File: config.mk
export PLATFORM = sky130hd
export DESIGN_NAME = cpu6502_subset_execute
export DESIGN_NICKNAME = d
export VERILOG_FILES = /design/src/rtl/core/cse_pkg.sv /design/src/rtl/core/cpu6502_subset_execute.sv /design/src/rtl/core/cse_ram.sv /design/src/rtl/core/cse_fifo.sv /design/src/rtl/core/cse_front.sv /design/src/rtl/core/cse_back.sv
export VERILOG_INCLUDE_DIRS = /design/src /design/src/rtl/core
export SDC_FILE = /design/constraint.sdc
export NUM_CORES = 2
export LEC_CHECK = 0
export BUFFER_PORTS_ARGS = -buffer_cell sky130_fd_sc_hd__buf_4
export CAP_MARGIN = 20
export CORE_MARGIN = 4
export CORE_UTILIZATION = 55
export CTS_CLUSTER_DIAMETER = 120
export DETAILED_ROUTE_END_ITERATION = 16
export PLACE_DENSITY = 0.75
export SLEW_MARGIN = 5
export SYNTH_ARGS = -nofsm -noshare
export SYNTH_HDL_FRONTEND = slang
export SYNTH_HIERARCHICAL = 1
export SYNTH_MEMORY_MAX_BITS = 65536
export SYNTH_SLANG_ARGS = --single-unit
File: constraint.sdc
create_clock -name clock -period 72.7 [get_ports clock]
set_input_delay 7.27 -clock clock [delete_from_list [all_inputs] [get_ports clock]]
set_output_delay 7.27 -clock clock [all_outputs]
set_load 0.05 [all_outputs]
File: src/rtl/core/cpu6502_subset_execute_macros.svh
// assertion macros for the subset 6502 execute block
`ifndef CPU6502_SUBSET_EXECUTE_MACROS_SVH
`define CPU6502_SUBSET_EXECUTE_MACROS_SVH
`ifndef SYNTHESIS
`define CSE_ASSERT_NOW(lbl, clk, rst, ante, cons) \
   lbl: assert property (@(posedge clk) disable iff (rst) (ante) |-> (cons)) \
      else $error("cse assertion failed");
`define CSE_ASSERT_NEXT(lbl, clk, rst, ante, cons) \
   lbl: assert property (@(posedge clk) disable iff (rst) (ante) |=> (cons)) \
      else $error("cse assertion failed");
`else
`define CSE_ASSERT_NOW(lbl, clk, rst, ante, cons)
`define CSE_ASSERT_NEXT(lbl, clk, rst, ante, cons)
`endif
`endif

File: src/rtl/core/cse_pkg.sv
// types and constants shared by the subset 6502 execute block
`default_nettype none
package cse_pkg;

   // opcodes of the supported subset
   localparam logic [7:0] OPC_LDA = 8'hA9;
   localparam logic [7:0] OPC_LDX = 8'hA2;
   localparam logic [7:0] OPC_LDY = 8'hA0;
   localparam logic [7:0] OPC_STA = 8'h85;
   localparam logic [7:0] OPC_STX = 8'h86;
   localparam logic [7:0] OPC_STY = 8'h84;
   localparam logic [7:0] OPC_TAX = 8'hAA;
   localparam logic [7:0] OPC_TAY = 8'hA8;
   localparam logic [7:0] OPC_TXA = 8'h8A;
   localparam logic [7:0] OPC_TYA = 8'h98;
   localparam logic [7:0] OPC_TSX = 8'hBA;
   localparam logic [7:0] OPC_TXS = 8'h9A;
   localparam logic [7:0] OPC_PHA = 8'h48;
   localparam logic [7:0] OPC_PHP = 8'h08;
   localparam logic [7:0] OPC_PLA = 8'h68;
   localparam logic [7:0] OPC_PLP = 8'h28;
   localparam logic [7:0] OPC_AND = 8'h29;
   localparam logic [7:0] OPC_EOR = 8'h49;
   localparam logic [7:0] OPC_ORA = 8'h09;
   localparam logic [7:0] OPC_BIT = 8'h24;
   localparam logic [7:0] OPC_ADC = 8'h69;
   localparam logic [7:0] OPC_SBC = 8'hE9;
   localparam logic [7:0] OPC_CMP = 8'hC9;
   localparam logic [7:0] OPC_CPX = 8'hE0;
   localparam logic [7:0] OPC_CPY = 8'hC0;
   localparam logic [7:0] OPC_INC = 8'hE6;
   localparam logic [7:0] OPC_DEC = 8'hC6;
   localparam logic [7:0] OPC_INX = 8'hE8;
   localparam logic [7:0] OPC_INY = 8'hC8;
   localparam logic [7:0] OPC_DEX = 8'hCA;
   localparam logic [7:0] OPC_DEY = 8'h88;
   localparam logic [7:0] OPC_ASL = 8'h0A;
   localparam logic [7:0] OPC_LSR = 8'h4A;
   localparam logic [7:0] OPC_ROL = 8'h2A;
   localparam logic [7:0] OPC_ROR = 8'h6A;
   localparam logic [7:0] OPC_JMP = 8'h4C;
   localparam logic [7:0] OPC_JSR = 8'h20;
   localparam logic [7:0] OPC_RTS = 8'h60;

   // status bit positions and masks
   localparam int unsigned FLG_C = 0;
   localparam int unsigned FLG_Z = 1;
   localparam int unsigned FLG_V = 6;
   localparam int unsigned FLG_N = 7;
   localparam logic [7:0] FLG_MASK_BU = 8'h30;
   localparam logic [7:0] FLG_MASK_ONE = 8'h20;
   localparam logic [7:0] BYTE_ONES = 8'hFF;

   // stack page and clearing sweep
   localparam logic STACK_PAGE = 1'b1;
   localparam logic ZERO_PAGE = 1'b0;
   localparam int unsigned USED_BYTES = 512;
   localparam int unsigned USED_AW = 9;

   typedef enum logic [5:0] {
      OP_LDA, OP_LDX, OP_LDY, OP_STA, OP_STX, OP_STY,
      OP_TAX, OP_TAY, OP_TXA, OP_TYA, OP_TSX, OP_TXS,
      OP_PHA, OP_PHP, OP_PLA, OP_PLP,
      OP_AND, OP_EOR, OP_ORA, OP_BIT, OP_ADC, OP_SBC,
      OP_CMP, OP_CPX, OP_CPY, OP_INC, OP_DEC,
      OP_INX, OP_INY, OP_DEX, OP_DEY,
      OP_ASL, OP_LSR, OP_ROL, OP_ROR,
      OP_JMP, OP_JSR, OP_RTS, OP_BAD
   } op_type;

   typedef enum logic [2:0] {
      BK_CLEAR, BK_READ, BK_READ2, BK_EXEC, BK_WRITE2
   } back_state_type;

   // classified instruction between front and back
   typedef struct packed {
      op_type      op;
      logic [7:0]  lo;
      logic [7:0]  hi;
      logic [1:0]  len;
   } dec_type;

   // reported registers
   typedef struct packed {
      logic [7:0]  acc;
      logic [7:0]  x;
      logic [7:0]  y;
      logic [7:0]  sp;
      logic [15:0] pc;
      logic [7:0]  flags;
      logic        unknown;
   } res_type;

endpackage
`default_nettype wire

File: src/rtl/core/cpu6502_subset_execute.sv
// Subset 6502 executor: each item is one instruction (opcode and two operand
// bytes); each result reports A, X, Y, SP, PC and the status byte after it.
// Most instructions pass through BK_READ for the ram read and BK_EXEC to
// execute and write back; RTS adds BK_READ2 and JSR adds BK_WRITE2, as the
// single ram port carries their second stack byte in a state of its own. A
// two-entry queue on each side lets transfers continue while the other side
// stalls. After reset a clearing pass zeroes pages zero and one, during which
// full stays high.
`default_nettype none
`include "cpu6502_subset_execute_macros.svh"
module cpu6502_subset_execute import cse_pkg::*; #(
   parameter int unsigned RAM_BYTES = 512
) (
   input  wire logic        clock,
   input  wire logic        reset,
   input  wire logic        push,
   output logic             full,
   input  wire logic [7:0]  req_operation,
   input  wire logic [7:0]  req_operand_low,
   input  wire logic [7:0]  req_operand_high,
   output logic             empty,
   input  wire logic        pop,
   output logic [7:0]       rsp_acc_out,
   output logic [7:0]       rsp_x_out,
   output logic [7:0]       rsp_y_out,
   output logic [7:0]       rsp_sp_out,
   output logic [15:0]      rsp_pc_out,
   output logic [7:0]       rsp_flags_out,
   output logic             rsp_unknown_opcode
);

   dec_type que_item;
   logic    que_empty, que_pop, que_full;
   logic    out_full, res_push, clearing;
   res_type res, res_head;

   // input blocked during the ram clearing pass
   assign full = que_full || clearing;

   cse_front u_front (
      .clock        (clock),
      .reset        (reset),
      .push         (push && !clearing),
      .operation    (req_operation),
      .operand_low  (req_operand_low),
      .operand_high (req_operand_high),
      .full         (que_full),
      .que_pop      (que_pop),
      .que_item     (que_item),
      .que_empty    (que_empty)
   );

   cse_back #(.RAM_BYTES(RAM_BYTES)) u_back (
      .clock     (clock),
      .reset     (reset),
      .que_empty (que_empty),
      .que_item  (que_item),
      .que_pop   (que_pop),
      .out_full  (out_full),
      .res_push  (res_push),
      .res       (res),
      .clearing  (clearing)
   );

   // result queue
   cse_fifo #(.WIDTH($bits(res_type))) u_out (
      .clock     (clock),
      .reset     (reset),
      .push      (res_push),
      .push_data (res),
      .full      (out_full),
      .pop       (pop),
      .pop_data  (res_head),
      .empty     (empty)
   );

   assign rsp_acc_out        = res_head.acc;
   assign rsp_x_out          = res_head.x;
   assign rsp_y_out          = res_head.y;
   assign rsp_sp_out         = res_head.sp;
   assign rsp_pc_out         = res_head.pc;
   assign rsp_flags_out      = res_head.flags;
   assign rsp_unknown_opcode = res_head.unknown;

   // checks
   `CSE_ASSERT_NOW(a_one_result_per_item, clock, reset, res_push, que_pop && !que_empty)
   `CSE_ASSERT_NOW(a_no_result_in_clear, clock, reset, clearing, !res_push && full)
   `CSE_ASSERT_NEXT(a_result_queued, clock, reset, res_push && empty, !empty)

endmodule
`default_nettype wire

File: src/rtl/core/cse_ram.sv
// generic single write port ram with registered read
`default_nettype none
module cse_ram #(
   parameter int unsigned WIDTH = 8,
   parameter int unsigned DEPTH = 512
) (
   input  wire logic                     clock,
   input  wire logic                     wr_en,
   input  wire logic [$clog2(DEPTH)-1:0] wr_addr,
   input  wire logic [WIDTH-1:0]         wr_data,
   input  wire logic [$clog2(DEPTH)-1:0] rd_addr,
   output logic [WIDTH-1:0]              rd_data
);

   logic [WIDTH-1:0] mem_ff [DEPTH];

   // write and registered read
   always_ff @(posedge clock) begin
      if (wr_en) begin
         mem_ff[wr_addr] <= wr_data;
      end
      rd_data <= mem_ff[rd_addr];
   end

endmodule
`default_nettype wire

File: src/rtl/core/cse_fifo.sv
// two-entry queue used between the stages
`default_nettype none
module cse_fifo #(
   parameter int unsigned WIDTH = 8
) (
   input  wire logic             clock,
   input  wire logic             reset,
   input  wire logic             push,
   input  wire logic [WIDTH-1:0] push_data,
   output logic                  full,
   input  wire logic             pop,
   output logic [WIDTH-1:0]      pop_data,
   output logic                  empty
);

   logic [WIDTH-1:0] mem_ff [2];
   logic             wr_ff, wr_in;
   logic             rd_ff, rd_in;
   logic [1:0]       cnt_ff, cnt_in;
   logic             do_push, do_pop;

   // pointer and fill count update
   always_comb begin
      do_push = push && !full;
      do_pop  = pop && !empty;
      wr_in   = wr_ff ^ do_push;
      rd_in   = rd_ff ^ do_pop;
      cnt_in  = cnt_ff + {1'b0, do_push} - {1'b0, do_pop};
   end

   assign full     = cnt_ff[1];
   assign empty    = (cnt_ff == 2'd0);
   assign pop_data = mem_ff[rd_ff];

   always_ff @(posedge clock) begin
      if (reset) begin
         wr_ff  <= 1'b0;
         rd_ff  <= 1'b0;
         cnt_ff <= 2'd0;
      end else begin
         wr_ff  <= wr_in;
         rd_ff  <= rd_in;
         cnt_ff <= cnt_in;
      end
   end

   // storage
   always_ff @(posedge clock) begin
      if (do_push) begin
         mem_ff[wr_ff] <= push_data;
      end
   end

endmodule
`default_nettype wire

File: src/rtl/core/cse_front.sv
// front end: classifies opcodes and queues them for execution
`default_nettype none
module cse_front import cse_pkg::*; (
   input  wire logic       clock,
   input  wire logic       reset,
   input  wire logic       push,
   input  wire logic [7:0] operation,
   input  wire logic [7:0] operand_low,
   input  wire logic [7:0] operand_high,
   output logic            full,
   input  wire logic       que_pop,
   output dec_type         que_item,
   output logic            que_empty
);

   dec_type dec;
   logic    que_full;

   // opcode decoder
   always_comb begin
      dec.lo  = operand_low;
      dec.hi  = operand_high;
      dec.len = 2'd1;
      unique case (operation)
         OPC_LDA: begin dec.op = OP_LDA; dec.len = 2'd2; end
         OPC_LDX: begin dec.op = OP_LDX; dec.len = 2'd2; end
         OPC_LDY: begin dec.op = OP_LDY; dec.len = 2'd2; end
         OPC_STA: begin dec.op = OP_STA; dec.len = 2'd2; end
         OPC_STX: begin dec.op = OP_STX; dec.len = 2'd2; end
         OPC_STY: begin dec.op = OP_STY; dec.len = 2'd2; end
         OPC_TAX: dec.op = OP_TAX;
         OPC_TAY: dec.op = OP_TAY;
         OPC_TXA: dec.op = OP_TXA;
         OPC_TYA: dec.op = OP_TYA;
         OPC_TSX: dec.op = OP_TSX;
         OPC_TXS: dec.op = OP_TXS;
         OPC_PHA: dec.op = OP_PHA;
         OPC_PHP: dec.op = OP_PHP;
         OPC_PLA: dec.op = OP_PLA;
         OPC_PLP: dec.op = OP_PLP;
         OPC_AND: begin dec.op = OP_AND; dec.len = 2'd2; end
         OPC_EOR: begin dec.op = OP_EOR; dec.len = 2'd2; end
         OPC_ORA: begin dec.op = OP_ORA; dec.len = 2'd2; end
         OPC_BIT: begin dec.op = OP_BIT; dec.len = 2'd2; end
         OPC_ADC: begin dec.op = OP_ADC; dec.len = 2'd2; end
         OPC_SBC: begin dec.op = OP_SBC; dec.len = 2'd2; end
         OPC_CMP: begin dec.op = OP_CMP; dec.len = 2'd2; end
         OPC_CPX: begin dec.op = OP_CPX; dec.len = 2'd2; end
         OPC_CPY: begin dec.op = OP_CPY; dec.len = 2'd2; end
         OPC_INC: begin dec.op = OP_INC; dec.len = 2'd2; end
         OPC_DEC: begin dec.op = OP_DEC; dec.len = 2'd2; end
         OPC_INX: dec.op = OP_INX;
         OPC_INY: dec.op = OP_INY;
         OPC_DEX: dec.op = OP_DEX;
         OPC_DEY: dec.op = OP_DEY;
         OPC_ASL: dec.op = OP_ASL;
         OPC_LSR: dec.op = OP_LSR;
         OPC_ROL: dec.op = OP_ROL;
         OPC_ROR: dec.op = OP_ROR;
         OPC_JMP: begin dec.op = OP_JMP; dec.len = 2'd0; end
         OPC_JSR: begin dec.op = OP_JSR; dec.len = 2'd0; end
         OPC_RTS: begin dec.op = OP_RTS; dec.len = 2'd0; end
         default: begin dec.op = OP_BAD; dec.len = 2'd0; end
      endcase
   end

   // queue towards the back end
   cse_fifo #(.WIDTH($bits(dec_type))) u_que (
      .clock     (clock),
      .reset     (reset),
      .push      (push),
      .push_data (dec),
      .full      (que_full),
      .pop       (que_pop),
      .pop_data  (que_item),
      .empty     (que_empty)
   );

   assign full = que_full;

endmodule
`default_nettype wire

File: src/rtl/core/cse_back.sv
// back end: register file, stack and zero-page ram, instruction execution
`default_nettype none
module cse_back import cse_pkg::*; #(
   parameter int unsigned RAM_BYTES = 512
) (
   input  wire logic clock,
   input  wire logic reset,
   input  wire logic que_empty,
   input  dec_type   que_item,
   output logic      que_pop,
   input  wire logic out_full,
   output logic      res_push,
   output res_type   res,
   output logic      clearing
);

   localparam int unsigned AW = $clog2(RAM_BYTES);

   back_state_type state_ff, state_in;
   logic [7:0]  a_ff, a_in, x_ff, x_in, y_ff, y_in, sp_ff, sp_in, p_ff, p_in;
   logic [15:0] pc_ff, pc_in;
   logic [7:0]  low_ff, low_in;
   logic [USED_AW-1:0] clr_ff, clr_in;

   logic          ram_we;
   logic [USED_AW-1:0] ram_wa, ram_ra;
   logic [7:0]    ram_wd, ram_rd;

   // flags n and z from a value
   function automatic logic [7:0] set_nz(input logic [7:0] p, input logic [7:0] v);
      logic [7:0] r;
      r        = p;
      r[FLG_N] = v[7];
      r[FLG_Z] = (v == 8'd0);
      return r;
   endfunction

   cse_ram #(.WIDTH(8), .DEPTH(RAM_BYTES)) u_ram (
      .clock   (clock),
      .wr_en   (ram_we),
      .wr_addr (AW'(ram_wa)),
      .wr_data (ram_wd),
      .rd_addr (AW'(ram_ra)),
      .rd_data (ram_rd)
   );

   // sequencer and execute
   always_comb begin
      logic [7:0]  m;
      logic [8:0]  sum;
      logic [8:0]  diff;
      logic [7:0]  t;
      logic [15:0] ret;
      state_in = state_ff;
      a_in     = a_ff;
      x_in     = x_ff;
      y_in     = y_ff;
      sp_in    = sp_ff;
      p_in     = p_ff;
      pc_in    = pc_ff;
      low_in   = low_ff;
      clr_in   = clr_ff;
      ram_we   = 1'b0;
      ram_wa   = '0;
      ram_wd   = 8'd0;
      ram_ra   = {ZERO_PAGE, que_item.lo};
      que_pop  = 1'b0;
      res_push = 1'b0;
      m        = 8'd0;
      sum      = 9'd0;
      diff     = 9'd0;
      t        = 8'd0;
      ret      = pc_ff + 16'd2;
      unique case (state_ff)
         BK_CLEAR: begin
            ram_we = 1'b1;
            ram_wa = clr_ff;
            clr_in = clr_ff + 1'b1;
            if (clr_ff == USED_AW'(USED_BYTES - 1)) begin
               state_in = BK_READ;
            end
         end
         BK_READ: begin
            if (que_item.op == OP_PLA || que_item.op == OP_PLP || que_item.op == OP_RTS) begin
               ram_ra = {STACK_PAGE, sp_ff + 8'd1};
            end
            if (!que_empty) begin
               state_in = (que_item.op == OP_RTS) ? BK_READ2 : BK_EXEC;
            end
         end
         BK_READ2: begin
            low_in   = ram_rd;
            ram_ra   = {STACK_PAGE, sp_ff + 8'd2};
            state_in = BK_EXEC;
         end
         BK_EXEC: begin
            // keep the read address so a stalled pull still sees its byte
            if (que_item.op == OP_PLA || que_item.op == OP_PLP) begin
               ram_ra = {STACK_PAGE, sp_ff + 8'd1};
            end else if (que_item.op == OP_RTS) begin
               ram_ra = {STACK_PAGE, sp_ff + 8'd2};
            end
            if (!out_full) begin
               pc_in = pc_ff + {14'd0, que_item.len};
               case (que_item.op)
                  OP_LDA: begin a_in = que_item.lo; p_in = set_nz(p_ff, a_in); end
                  OP_LDX: begin x_in = que_item.lo; p_in = set_nz(p_ff, x_in); end
                  OP_LDY: begin y_in = que_item.lo; p_in = set_nz(p_ff, y_in); end
                  OP_STA: begin
                     ram_we = 1'b1; ram_wa = {ZERO_PAGE, que_item.lo}; ram_wd = a_ff;
                  end
                  OP_STX: begin
                     ram_we = 1'b1; ram_wa = {ZERO_PAGE, que_item.lo}; ram_wd = x_ff;
                  end
                  OP_STY: begin
                     ram_we = 1'b1; ram_wa = {ZERO_PAGE, que_item.lo}; ram_wd = y_ff;
                  end
                  OP_TAX: begin x_in = a_ff; p_in = set_nz(p_ff, a_ff); end
                  OP_TAY: begin y_in = a_ff; p_in = set_nz(p_ff, a_ff); end
                  OP_TXA: begin a_in = x_ff; p_in = set_nz(p_ff, x_ff); end
                  OP_TYA: begin a_in = y_ff; p_in = set_nz(p_ff, y_ff); end
                  OP_TSX: begin x_in = sp_ff; p_in = set_nz(p_ff, sp_ff); end
                  OP_TXS: sp_in = x_ff;
                  OP_PHA: begin
                     ram_we = 1'b1; ram_wa = {STACK_PAGE, sp_ff}; ram_wd = a_ff;
                     sp_in = sp_ff - 8'd1;
                  end
                  OP_PHP: begin
                     ram_we = 1'b1; ram_wa = {STACK_PAGE, sp_ff};
                     ram_wd = p_ff | FLG_MASK_BU;
                     sp_in = sp_ff - 8'd1;
                  end
                  OP_PLA: begin
                     a_in = ram_rd; p_in = set_nz(p_ff, ram_rd); sp_in = sp_ff + 8'd1;
                  end
                  OP_PLP: begin
                     p_in  = (p_ff & FLG_MASK_BU) | (ram_rd & ~FLG_MASK_BU);
                     sp_in = sp_ff + 8'd1;
                  end
                  OP_AND: begin a_in = a_ff & que_item.lo; p_in = set_nz(p_ff, a_in); end
                  OP_EOR: begin a_in = a_ff ^ que_item.lo; p_in = set_nz(p_ff, a_in); end
                  OP_ORA: begin a_in = a_ff | que_item.lo; p_in = set_nz(p_ff, a_in); end
                  OP_BIT: begin
                     p_in[FLG_N] = ram_rd[7];
                     p_in[FLG_V] = ram_rd[6];
                     p_in[FLG_Z] = ((a_ff & ram_rd) == 8'd0);
                  end
                  OP_ADC, OP_SBC: begin
                     m = (que_item.op == OP_SBC) ? ~que_item.lo : que_item.lo;
                     sum = {1'b0, a_ff} + {1'b0, m} + {8'd0, p_ff[FLG_C]};
                     a_in = sum[7:0];
                     p_in = set_nz(p_ff, sum[7:0]);
                     p_in[FLG_C] = sum[8];
                     p_in[FLG_V] = ~(a_ff[7] ^ m[7]) & (a_ff[7] ^ sum[7]);
                  end
                  OP_CMP, OP_CPX, OP_CPY: begin
                     t = (que_item.op == OP_CMP) ? a_ff :
                         (que_item.op == OP_CPX) ? x_ff : y_ff;
                     diff = {1'b0, t} - {1'b0, que_item.lo};
                     p_in = set_nz(p_ff, diff[7:0]);
                     p_in[FLG_C] = ~diff[8];
                  end
                  OP_INC, OP_DEC: begin
                     t = (que_item.op == OP_INC) ? ram_rd + 8'd1 : ram_rd - 8'd1;
                     ram_we = 1'b1; ram_wa = {ZERO_PAGE, que_item.lo}; ram_wd = t;
                     p_in = set_nz(p_ff, t);
                  end
                  OP_INX: begin x_in = x_ff + 8'd1; p_in = set_nz(p_ff, x_in); end
                  OP_INY: begin y_in = y_ff + 8'd1; p_in = set_nz(p_ff, y_in); end
                  OP_DEX: begin x_in = x_ff - 8'd1; p_in = set_nz(p_ff, x_in); end
                  OP_DEY: begin y_in = y_ff - 8'd1; p_in = set_nz(p_ff, y_in); end
                  OP_ASL, OP_ROL: begin
                     a_in = {a_ff[6:0], (que_item.op == OP_ROL) & p_ff[FLG_C]};
                     p_in = set_nz(p_ff, a_in);
                     p_in[FLG_C] = a_ff[7];
                  end
                  OP_LSR, OP_ROR: begin
                     a_in = {(que_item.op == OP_ROR) & p_ff[FLG_C], a_ff[7:1]};
                     p_in = set_nz(p_ff, a_in);
                     p_in[FLG_C] = a_ff[0];
                  end
                  OP_JMP: pc_in = {que_item.hi, que_item.lo};
                  OP_RTS: begin
                     pc_in = {ram_rd, low_ff} + 16'd1;
                     sp_in = sp_ff + 8'd2;
                  end
                  default: ;
               endcase
               // subroutine call pushes the return address high byte first
               if (que_item.op == OP_JSR) begin
                  ram_we   = 1'b1;
                  ram_wa   = {STACK_PAGE, sp_ff};
                  ram_wd   = ret[15:8];
                  a_in     = a_ff; x_in = x_ff; y_in = y_ff; sp_in = sp_ff;
                  p_in     = p_ff; pc_in = pc_ff;
                  state_in = BK_WRITE2;
               end else begin
                  res_push = 1'b1;
                  que_pop  = 1'b1;
                  state_in = BK_READ;
               end
            end
         end
         BK_WRITE2: begin
            ram_we   = 1'b1;
            ram_wa   = {STACK_PAGE, sp_ff - 8'd1};
            ram_wd   = ret[7:0];
            sp_in    = sp_ff - 8'd2;
            pc_in    = {que_item.hi, que_item.lo};
            res_push = 1'b1;
            que_pop  = 1'b1;
            state_in = BK_READ;
         end
         default: state_in = BK_CLEAR;
      endcase
   end

   // result from next register values
   always_comb begin
      res.acc     = a_in;
      res.x       = x_in;
      res.y       = y_in;
      res.sp      = sp_in;
      res.pc      = pc_in;
      res.flags   = p_in | FLG_MASK_ONE;
      res.unknown = (que_item.op == OP_BAD);
   end

   assign clearing = (state_ff == BK_CLEAR);

   // state register
   always_ff @(posedge clock) begin
      if (reset) begin
         state_ff <= BK_CLEAR;
         a_ff     <= 8'd0;
         x_ff     <= 8'd0;
         y_ff     <= 8'd0;
         sp_ff    <= BYTE_ONES;
         pc_ff    <= 16'd0;
         p_ff     <= 8'd0;
         clr_ff   <= '0;
      end else begin
         state_ff <= state_in;
         a_ff     <= a_in;
         x_ff     <= x_in;
         y_ff     <= y_in;
         sp_ff    <= sp_in;
         pc_ff    <= pc_in;
         p_ff     <= p_in;
         clr_ff   <= clr_in;
      end
   end

   // pulled low byte of the return address
   always_ff @(posedge clock) begin
      low_ff <= low_in;
   end

endmodule
`default_nettype wire

==> impl_metrics.csv <==
group,metric,value,unit
outcome,status,"complete, no violations",
synthesis,netlist_area,0.178,sq mm
sta,tightest_slew,1.38,ns
worst_hold_path,worstHoldStart,"u_back/clr_ff[8]$_SDFFE_PP0P_",
sta,setup_tns,0,ns
route,ant_nets,0,
pwr,power_frac_comb,0.4,%
floorplanning,rows,208,
setup_path,cpPeakStageDelay,0.73,ns
clocking,h-tree-depth,5,
clocking,clock_latency,0.99,ns
grt,grt_util_all_layers,27.3,%
clocking,cts_buffers,417,
setup_path,critical_path_arrival,2.77,ns
grt,grt_remaining_overflow,0,
grt,grt_pass1_vias,97200,
clocking,cts_root_buffer,"clkbuf_16",
grt,use_met3,5.95,%
clocking,cts_max_path_buffers,4,
grt,grtUsageMet2,42.5,%
setup_path,critPathLaunchType,"flop",
synthesis,synth_ff_type,"edfxtp_1",
floorplanning,die_area,0.332,sq mm
synthesis,postSynthAreaPerCell,17.9,sq um
pwr,clock_power_share,43.8,%
synthesis,syn-num-nets,9994,
synthesis,ys_types,118,
floorplanning,die_x,576,um
sta,hold_violations,0,
layout,final_common_cell,"edfxtp_1",
layout,nets,10000,
sta,fin_crit,10.04,ns
sta,rsz0062_at_grt,"false",
pwr,power.switching,0.000947,W
sta,setup_slack,62.66,ns
setup_path,cpMaxStageDelayCell,"dfxtp_1",
floorplanning,io_pins,87,
pwr,seqPwrFrac,55.8,%
clocking,ctsHoldBuffers,0,
setup_path,required,65.43,ns
pwr,ir_drop,0.0215,mV
setup_path,worstReg2RegStart,"u_front/u_que/rd_ff$_SDFF_PP0_",
sta,fmax,0.0996,GHz
placed_design,dp_hpwl,273,mm
floorplanning,core,0.321,sq mm
grt,grt_util_met1,38.0,%
setup_path,setup.worst_path.start,"u_back/state_ff[0]$_SDFFE_PP0P_",
layout,post-route-util,60.8,%
layout,finalInstanceArea,0.195,sq mm
clocking,cts_tree,"done",
synthesis,ys_ff_latch,4348,
route,drc,0,
clocking,clkTransAtPathRegs,0.06,ns
placed_design,port_buffers,86,
route,wl,461,mm
setup_path,cp_common_cell,"buf_4",
layout,drive_above_1_share,16.7,%
clocking,cts_resized,0,
setup_path,critPathBufInv,2,
synthesis,ys_warn_count,6,
grt,grt_first_pass_wirelength,674,mm
flow_run,max_cap_viol_count,0,
setup_path,crit_chain,"or2_2, nor2_1, buf_4, or2_1, buf_4",
synthesis,netlist_instances,9897,
sta,setup-violations-final,0,
clocking,cts.sinks,4348,
clocking,post_cts_buffers,0,
sta,relSlewSlack,7.95,%
floorplanning,initial_utilization,55.3,%
route,drt-vias-per-instance,6.79,
sta,fin_skew,0.0513,ns
pwr,swShare,19.5,%
grt,grt_max_degree,229,
pwr,p_per_area,24.9,mW/mm^2
sta,min_period_over_period,13.8,%
synthesis,synth_edf_count,4266,
placed_design,gp_congestion,0.928,
grt,antenna_found_initial,16,
pwr,intPower,0.00391,W
route,firstDrtPassIters,10,
pwr,p_leak,67.4,nW
setup_path,crit_family,"flip-flops",
placed_design,place_area,0.182,sq mm
sta,report.final.slew_viol_count,0,
route,wl_per_cell,31.6,um
setup_path,endpoint_kind,"output pin",
floorplanning,die_h,576,um
route,dr_total_vias,99100,
synthesis,ys_seq_area_share,73.1,%
setup_path,critPathMaxFanout,20,
setup_path,worst-setup-path-type,"reg2out",
route,drtIter0Drc,14700,
layout,mostFrequentLayoutCells,"4266 x edfxtp_1, 806 x mux2i_1, 725 x nor2_1",
placed_design,post-place-ws,62.84,ns
layout,area_growth,10.1,%
worst_hold_path,hold_class,"reg2reg",
synthesis,synthArstFlopShare,0,%
grt,grt-busiest-layer,"met2",
pwr,total_power,0.00486,W
==> cell type report <==
type | count | area, sq um
antenna | 15 | 37.5
clock buffer | 503 | 10900
timing repair buffer | 290 | 2400
multi-input combinational | 4832 | 44300
fill | 22100 | 126000
inverter | 51 | 199
sequential | 4348 | 130000
clock inverter | 257 | 2520
tap | 4305 | 5390
==> cell usage after synthesis (19+ instances only) <==
cell type | number | area [sq um]
nor3_1 | 151 | 756
buf_1 | 45 | 169
mux4_2 | 654 | 14700
or3_1 | 19 | 119
nor2_1 | 725 | 2720
nand2_1 | 242 | 908
buf_2 | 97 | 485
buf_4 | 87 | 653
nor4_1 | 63 | 394
nand2b_1 | 32 | 200
xor2_1 | 39 | 342
a22o_1 | 22 | 193
a22oi_1 | 107 | 803
mux2_2 | 67 | 754
dfxtp_1 | 82 | 1640
nand4_1 | 58 | 363
clkbuf_1 | 341 | 1280
mux2_4 | 21 | 315
mux2i_1 | 806 | 8070
o21ai_0 | 205 | 1030
and2_1 | 72 | 450
xnor2_1 | 57 | 499
a221oi_1 | 24 | 210
o22ai_1 | 181 | 1130
nor2b_1 | 27 | 169
nand3_1 | 104 | 521
buf_6 | 79 | 890
edfxtp_1 | 4266 | 128000
ha_1 | 65 | 813
a21oi_1 | 293 | 1470
nor3b_1 | 19 | 143
o31ai_1 | 21 | 158
o221ai_1 | 386 | 3380
a211oi_1 | 30 | 225
inv_1 | 48 | 180
==> registers in the layout, indices dropped and copies added (netlist names), 3 cells and up <==
register              flops
u_back/low_ff             8
u_back/clr_ff             9
u_back/pc_ff             16
u_out/mem_ff            114
u_back/u_ram/rd_data      8
u_back/sp_ff              8
u_back/x_ff               8
u_back/state_ff           3
u_back/u_ram/mem_ff    4096
u_front/u_que/mem_ff     48
u_back/a_ff               8
u_back/y_ff               8
u_back/p_ff               6
==> routing by layer <==
layer / wire length (um) / part of all wire, %
met1: 169000 / 37
met2: 217000 / 47
met3: 52900 / 11
met4: 21400 / 4.7
met5: 85 / 0.018
==> cell families (layout without fill, tap and decap cells) <==
logic type | Yosys count | in the layout | share of synthesized area [%]
buf+inv | 717 | 1101 | 2.22
xor+xnor | 96 | 96 | 0.473
simple gates | 1629 | 1629 | 4.39
other cells | 2 | 17 | 0.00423
mux | 1549 | 1549 | 13.4
compound gates | 1486 | 1486 | 5.90
flops | 4348 | 4348 | 73.1
fa+ha+maj | 70 | 70 | 0.509
==> power by group through the flow <==
| stage | logic (W) | registers [W] | clock network, W |
|---|---|---|---|
| 6_report | 0.0000209 | 0.00271 | 0.00213 |
| 5_1_grt | 0.0000214 | 0.00271 | 0.00226 |
| 4_1_cts | 0.0000203 | 0.00271 | 0.00215 |
| 3_5_place_dp | 0.0000203 | 0.00276 | 0 |
| 3_3_place_gp | 0.0000201 | 0.00276 | 0 |
| 2_1_floorplan | 0.00000861 | 0.00276 | 0 |
==> final timing paths <==
kind | to | slack [ns] | cells past startpoint
max | full | 62.66 | 5
max reg2reg | u_back/u_ram/rd_data[5]$_DFF_P_ | 62.78 | 19
min | u_back/clr_ff[8]$_SDFFE_PP0P_ | 0.52 | 2
min reg2reg | u_back/clr_ff[8]$_SDFFE_PP0P_ | 0.52 | 2
==> through the flow <==
step           cells  hold slack (ns)
2_1_floorplan   9897            0.406
5_1_grt        14600            0.526
4_1_cts        14600            0.508
6_report       14600            0.517
3_3_place_gp   13800            0.492
3_5_place_dp   13800            0.500
==> worst register-to-register path: stages (launching register included) <==
cell and delay [ns]:
dfxtp_1 0.62, buf_4 0.33, mux2_2 0.59, nand4bb_1 0.54
nor2_2 0.71, a211oi_1 0.13, nor3_1 0.26, a2111oi_0 0.16
a21oi_4 0.19, buf_12 0.64, buf_4 1.08, buf_4 0.85
buf_4 0.89, mux2i_1 0.20, o221ai_1 0.27, o22ai_1 0.13
o21ai_0 0.69, nand4_1 0.25, nor4_1 1.05, o2111a_1 0.33
Power figures use the tool's default switching activity.
